### src/tcw_pkg.sv
// Shared constants, codes and controller/datapath types for the text console writer.
package tcw_pkg;

  localparam int FUNC_W      = 2;
  localparam int CHAR_W      = 8;
  localparam int DIR_W       = 2;
  localparam int ROW_W       = 5;
  localparam int COL_W       = 7;
  localparam int COLOR_W     = 8;
  localparam int POS_W       = 11;
  localparam int CFG_DATA_W  = 32;
  localparam int CFG_ADDR_W  = 3;

  localparam int COLUMNS_DEF = 80;
  localparam int ROWS_DEF    = 25;

  localparam logic [CHAR_W-1:0]  BLANK     = 8'h20;
  localparam logic [CHAR_W-1:0]  NEWLINE   = 8'h0A;
  localparam logic [COLOR_W-1:0] COLOR_RST = 8'd7;

  localparam logic [CFG_ADDR_W-3:0] REG_TEXT_COLOR = '0;

  typedef enum logic [FUNC_W-1:0] {
    FN_PUT  = 2'd0,
    FN_BS   = 2'd1,
    FN_MOVE = 2'd2,
    FN_NONE = 2'd3
  } tcw_func_t;

  typedef enum logic [DIR_W-1:0] {
    DIR_UP    = 2'd0,
    DIR_RIGHT = 2'd1,
    DIR_DOWN  = 2'd2,
    DIR_LEFT  = 2'd3
  } tcw_dir_t;

  typedef struct packed {
    logic accept;
    logic clear_step;
    logic exec;
    logic scan_step;
    logic load_out;
  } tcw_cmd_t;

  typedef struct packed {
    logic clear_last;
    logic need_scan;
    logic scan_done;
    logic out_free;
  } tcw_sts_t;

endpackage

### src/tcw_ctrl.sv
// Controller state machine: clearing pass, request intake, execute, row scan, result hand-off.
module tcw_ctrl (
  input  logic              clk,
  input  logic              rst_n,
  input  logic              in_valid,
  output logic              in_ready,
  output tcw_pkg::tcw_cmd_t cmd,
  input  tcw_pkg::tcw_sts_t sts
);
  import tcw_pkg::*;

  typedef enum logic [2:0] {
    ST_CLEAR,
    ST_IDLE,
    ST_EXEC,
    ST_SCAN,
    ST_DONE
  } state_t;

  state_t state_r, state_nxt;

  always_comb begin
    state_nxt = state_r;
    cmd       = '0;
    case (state_r)
      ST_CLEAR: begin
        cmd.clear_step = 1'b1;
        if (sts.clear_last) begin
          state_nxt = ST_IDLE;
        end
      end
      ST_IDLE: begin
        if (in_valid) begin
          cmd.accept = 1'b1;
          state_nxt  = ST_EXEC;
        end
      end
      ST_EXEC: begin
        cmd.exec  = 1'b1;
        state_nxt = sts.need_scan ? ST_SCAN : ST_DONE;
      end
      ST_SCAN: begin
        cmd.scan_step = 1'b1;
        if (sts.scan_done) begin
          state_nxt = ST_DONE;
        end
      end
      ST_DONE: begin
        if (sts.out_free) begin
          cmd.load_out = 1'b1;
          state_nxt    = ST_IDLE;
        end
      end
      default: begin
        state_nxt = ST_IDLE;
      end
    endcase
  end

  assign in_ready = (state_r == ST_IDLE);

  always_ff @(posedge clk) begin
    if (!rst_n) begin
      state_r <= ST_CLEAR;
    end else begin
      state_r <= state_nxt;
    end
  end

endmodule

### config.mk
export PLATFORM = sky130hd
export DESIGN_NAME = tcw_ctrl
export DESIGN_NICKNAME = d
export VERILOG_FILES = /design/src/tcw_pkg.sv /design/src/tcw_ctrl.sv
export SDC_FILE = /design/constraint.sdc
export NUM_CORES = 1
export LEC_CHECK = 0
export ABC_CLOCK_PERIOD_IN_PS = 1300
export CAP_MARGIN = 30
export CORE_AREA = 3 3 40 42
export CTS_CLUSTER_SIZE = 8
export DETAILED_ROUTE_END_ITERATION = 16
export DIE_AREA = 0 0 43 45
export DONT_BUFFER_PORTS = 1
export PLACE_DENSITY_LB_ADDON = 0.3
export SYNTH_ARGS = -nofsm -noshare
export SYNTH_HDL_FRONTEND = slang
export SYNTH_SLANG_ARGS = --single-unit
### constraint.sdc
create_clock -name clk -period 1.3 [get_ports clk]
set_input_delay 0.13 -clock clk [delete_from_list [all_inputs] [get_ports clk]]
set_output_delay 0.13 -clock clk [all_outputs]
set_load 0.02 [all_outputs]
==> results.ini, run 1 <==
[status]
run_status = finished, final reports clean

[layout]
areaGrowthSynthToFinish_pct = 44.13
num_antenna_cells = 0
drive_above_1_share_pct = 45.95
top_register = state_r
sequential_cell_area_sq_um = 68.82
multi_input_comb_area_sq_um = 150.1
largest_registers = state_r (3)
final.fill_count = 143
design.final.nets = 45
max_reg_flops = 3

[timing]
timing_worst_slew_pin_value_ns = 0.2481
rsz0062_at_grt = yes
fin_worst_skew_ns = 0.002750
min_period_ns = 1.263
final-setup-viol-count = 0
timing_hold_violations_final = 0
period_utilization_post_route_pct = 97.17
max_freq_mhz = 791.6
final.setup.tns_ns = 0
maxSlewHeadroom_pct = 83.35
slew_violations = 0

[synthesis]
synth_nets = 35
yosys_register_bits = 3
avgSynthCellArea_sq_um = 7.999
sequential_fraction_of_the_synthesis_area_pct = 26.82
synth.top_cell.area_share_pct = 26.82
synth_cells = 28
post_synth_num_cell_types = 20
syn_area_sq_um = 224.0
ys_warn_count = 0
post_synth_main_area_contributors = sky130_fd_sc_hd__dfxtp_1 (27%), sky130_fd_sc_hd__nor3b_1 (10%), sky130_fd_sc_hd__nor2_1 (6.7%)
post-synth-top-area-cell = sky130_fd_sc_hd__dfxtp_1

[placement]
gp_congestion = 0.6027
port_buffers = 0
detailedPlacementHpwl_um = 448.4

[clocking]
htree_num_levels = 1
tritoncts.num_buffers = 3
cts-root-buf = sky130_fd_sc_hd__clkbuf_4
clkTransAtPathRegs_ns = 0.03
numClockSinks = 3
cts_tree = yes
cts.path.max_buffers = 2
insertion_delay_ns = 0.23

[route]
drt_first_iter_violations = 4
avgRoutedWirePerCell_um = 11.33
num_vias = 230
antenna_left = 0
routed_via_density = 4.423
drc_errors = 0
drt-total-wl_um = 589
drt_first_pass_iters = 2

[worst_setup_path]
critPathMaxStageDelay_ns = 0.37
setup_crit_start_kind = flop
timing.critical_path.fanout_max = 8
endpoint_kind = output port
path_class = flop to output port
crit_path_cell_trace = or2b_1 > nor2_1 > buf_4
data_arrival_time_of_the_critical_path_ns = 1.13
rr_worst_depth = 4
setup.reg_to_reg.worst_slack_ns = 0.22
cp_num_buf_inv = 1
crit_required_ns = 1.17
crit_cells = 3
timing.critical_path.max_delay_family = simple AND/OR/NAND/NOR gates
crit_path_top_delay_cell = sky130_fd_sc_hd__dfxtp_4

[die]
design.die.area_sq_mm = 0.001935
floorplan.die.height_um = 45
initial_core_util_pct = 17.43
core_area_sq_mm = 0.001285
placementRows = 13
chipWidth_um = 43
num_ports = 13

[global_routing]
globalRouteTotalUtil_pct = 7.149
globalRoute.totalOverflow = 0
grt_pass1_vias = 210
grt_first_pass_wirelength_um = 931
antenna_violations_before_repair = 0
maximum_number_of_pins_on_one_net_before_global_route_repair = 12

[power_and_ir_drop]
power_per_cell_area_mw_per_mm2 = 1157
total_power_mw = 0.3734
worst_ir_drop_vdd_mv = 0.5357
power.static_leakage_nw = 0.1393

[run]
max-cap-violations = 0

[hold_path]
hold_path_class = primary input to flop
min_delay_path_depth = 1

==> Yosys cell counts (all sizes together) <==
cell,instances
a21oi,1
a311oi,1
and2,1
nand2,1
or2,1
and3b,1
inv,1
a31oi,1
nor3,2
nor3b,3
o21a,1
buf,2
nor2,4
o211a,1
dfxtp,3
or2b,1
and4bb,1
o21ai,1
and2b,1
==> power breakdown <==
| part | switching (mW) | leakage (nW) | internal, mW |
|---|---|---|---|
| Clock | 0.0505 | 0.0150 | 0.115 |
| Combinational | 0.0457 | 0.0980 | 0.0463 |
| Sequential | 0.0154 | 0.0264 | 0.100 |
==> final timing paths <==
check | from | to
max reg2reg | state_r[1] | state_r[2]
min | rst_n | state_r[0]
min reg2reg | state_r[2] | state_r[1]
max | state_r[1] | cmd[1]
==> metrics by stage <==
step | area (sq um) | setup slack (ns) | util, % | cells | hold slack [ns]
2_1_floorplan | 229.0 | 0.04326 | - | 28 | 0.2475
3_3_place_gp | 261.5 | 0.1380 | 20.35 | 45 | 0.2557
3_5_place_dp | 261.5 | 0.1085 | 20.35 | 45 | 0.2565
4_1_cts | 292.8 | 0.007154 | 22.78 | 49 | 0.008099
5_1_grt | 322.8 | -0.05016 | 25.12 | 52 | 0.004781
6_report | 322.8 | 0.03676 | 25.12 | 52 | 0.02186
==> cell type report <==
cell class                 instances  area share [%]
multi-input combinational         22           46.51
clock buffer                       4           8.140
tap                               15           5.814
sequential                         3           21.32
timing repair buffer               7           17.05
inverter                           1           1.163
==> per-layer routing <==
metal	up-vias	global-route usage, %	share of wire (%)
li1	120	-	-
met1	100	6.954	38
met2	10	9.880	48
met3	0	8.367	14
met4	0	1.807	0
met5	-	0	0
==> logic make-up after synthesis <==
family	Yosys count	synth area share, %
compound gates	6	18.99
buf+inv	3	8.934
flops	3	26.82
simple gates	16	45.25
==> cell usage in the layout, fill, tap and decap left out, drive strengths merged <==
master	n
buf	6
nor2	4
clkbuf	4
nor3b	3
dfxtp	3
nor3	2
or2b	1
inv	1
and4bb	1
and2	1
and3b	1
a311oi	1
o21ai	1
o211a	1
and2b	1
or2	1
nand2	1
a21oi	1
o21a	1
a31oi	1
dlygate4sd3	1
==> repair_timing <==
action                     in CTS  in global routing
pin swaps                       0                  2
buffers inserted                0                  2
setup endpoints to repair       4                  3
hold buffers                    0                  1
resized for setup               3                  3
hold endpoints to repair        0                  1
No activity file was read; power rests on OpenSTA's default activity.
==> inputs of run 2 (changes only) <==
--- a/config.mk
+++ b/config.mk
@@ -8,6 +8,7 @@
 export ABC_CLOCK_PERIOD_IN_PS = 1300
 export CAP_MARGIN = 30
 export CORE_AREA = 3 3 40 42
+export CTS_BUF_LIST = sky130_fd_sc_hd__clkbuf_8
 export CTS_CLUSTER_SIZE = 8
 export DETAILED_ROUTE_END_ITERATION = 16
 export DIE_AREA = 0 0 43 45
==> run 2 against run 1 <==
Sequential share of layout area down 0.56 points. Die area stayed put. Worst hold slack improved by 0.0067 ns. Count of clock-buffer cells in the layout shrank 1. Clock skew is 0.0022 ns lower. Utilization grew 0.68 points. Fmax rose by 1.1%. Clock power increased by 63%. Sequential power barely moved. Power rose by 27%. Final cell count down 1.9%. Combinational power down 2.3%. Largest cell class unchanged.
==> results.ini, run 2 (synthesis gave the netlist of run 1 again) <==
[clocking]
htree_num_levels = 1
numClockSinks = 3
cts_hold_buffers = 0
cts_tree = yes
cts.path.max_buffers = 2
clkTransAtPathRegs_ns = 0.03
insertion_delay_ns = 0.22
cts-root-buf = sky130_fd_sc_hd__clkbuf_8
tritoncts.num_buffers = 3

[hold_path]
min_delay_path_depth = 1
timing.hold.worst_endpoint = state_r[2]
hold_path_class = primary input to flop
holdCritStartpoint = rst_n

[global_routing]
maximum_number_of_pins_on_one_net_before_global_route_repair = 12
grt_first_pass_wirelength_um = 945
groute.layer.met2.usage_pct = 9.880
globalRoute.totalOverflow = 0
globalRouteMet1Util_pct = 6.475
most_used_routing_layer_in_global_routing = met2
antenna_violations_before_repair = 0
grt_pass1_vias = 213
globalRouteTotalUtil_pct = 7.731
grt.met3_usage_pct = 8.367

[timing]
timing_worst_slew_pin_value_ns = 0.2448
timing_hold_violations_final = 0
fin_worst_skew_ns = 0.0005587
maxSlewHeadroom_pct = 83.57
max_freq_mhz = 800.5
period_utilization_post_route_pct = 96.10
min_period_ns = 1.249
final-setup-viol-count = 0
rsz0062_at_grt = yes
slew_violations = 0

[placement]
total_cell_area_at_the_placement_stage_sq_um = 261.5
port_buffers = 0
gp_congestion = 0.6027
detailedPlacementHpwl_um = 448.4

[power_and_ir_drop]
worst_ir_drop_vdd_mv = 0.6965
total_power_mw = 0.4759
power_per_cell_area_mw_per_mm2 = 1435
power.static_leakage_nw = 0.1480

[worst_setup_path]
r2r_end = state_r[2]
data_arrival_time_of_the_critical_path_ns = 1.12
endpoint_kind = output port
setup.reg_to_reg.worst_slack_ns = 0.22
path_class = flop to output port
rr_worst_depth = 4
critical_path.reg2reg.startpoint = state_r[1]
timing.critical_path.fanout_max = 8
crit_required_ns = 1.17
setup_crit_start_kind = flop

[layout]
design.final.nets = 44
stdcell_area_sq_um = 331.6
most_frequent_standard_cell_in_the_layout_excluding_fill_and_tap_cells = sky130_fd_sc_hd__buf_4
top_register = state_r
final.fill_count = 150
largest_registers = state_r (3)
areaGrowthSynthToFinish_pct = 48.04
mostFrequentLayoutCells = sky130_fd_sc_hd__buf_4 (6), sky130_fd_sc_hd__nor2_1 (4), sky130_fd_sc_hd__nor3b_1 (3), sky130_fd_sc_hd__clkbuf_8 (3)
drive_above_1_share_pct = 47.22
max_reg_flops = 3
num_antenna_cells = 0

[route]
drt_first_pass_iters = 4
avgRoutedWirePerCell_um = 12.25
num_vias = 237
drt_first_iter_violations = 3
drc_errors = 0
routed_via_density = 4.647
antenna_left = 0
drt-total-wl_um = 625

[die]
placementRows = 13
design.die.area_sq_mm = 0.001935
chipWidth_um = 43
initial_core_util_pct = 17.43
floorplan.die.height_um = 45
num_ports = 13
core_area_sq_mm = 0.001285

[run]
max-cap-violations = 0

[status]
run_status = finished, final reports clean

==> run 2: repair_timing <==
item / in CTS / in global routing
gates resized for setup: 2 / 4
setup endpoints to repair: 3 / 3
endpoints found under the hold margin: 0 / 0
setup buffers: 0 / 2
pin swaps: 0 / 1
==> run 2: cell type report <==
cell class              count  area, sq um  area share, %
multi-input cells          22        150.1          45.28
flip-flops and latches      3        68.82          20.75
repair buffers              6        45.04          13.58
clock buffers               3        41.29          12.45
well taps                  15        18.77          5.660
clock inverters             1        3.754          1.132
inverters                   1        3.754          1.132
==> run 2: per-layer routing <==
layer | share of wire (%) | routed length [um]
met5 | 0 | 0
met4 | 3.0 | 19
met3 | 15 | 95
met2 | 48 | 298
met1 | 34 | 212
==> run 2: power by group <==
part | switching (mW) | internal [mW]
sequential | 0.0153 | 0.101
clock | 0.0686 | 0.202
combinational | 0.0457 | 0.0442
==> run 2: per-stage QoR <==
step	util, %	hold WS [ns]	instances	setup slack (ns)	TNS, ns
2_1_floorplan	-	0.2475	28	0.04326	0
3_5_place_dp	20.35	0.2565	45	0.1085	0
5_1_grt	25.80	0.02785	51	-0.02410	-0.02410
6_report	25.80	0.02859	51	0.05073	0
3_3_place_gp	20.35	0.2557	45	0.1380	0
4_1_cts	24.05	0.02932	49	0.01247	0
==> run 2: worst max path at each step <==
stage	depth (start not counted)	from	endpoint	slack [ns]
after floorplan	4	state_r[0]	cmd[4]	0.04
after global placement	3	state_r[1]	state_r[0]	0.14
after detailed placement	3	state_r[1]	state_r[0]	0.11
after CTS	3	state_r[1]	cmd[1]	0.01
after global routing	3	state_r[1]	cmd[1]	-0.02
final	3	state_r[1]	cmd[1]	0.05
==> run 2: worst max-delay path, cell delays in order, from the launching register on <==
cell                      delay, ns
sky130_fd_sc_hd__dfxtp_4       0.37
sky130_fd_sc_hd__or2b_1        0.26
sky130_fd_sc_hd__nor2_1        0.12
sky130_fd_sc_hd__buf_4         0.15
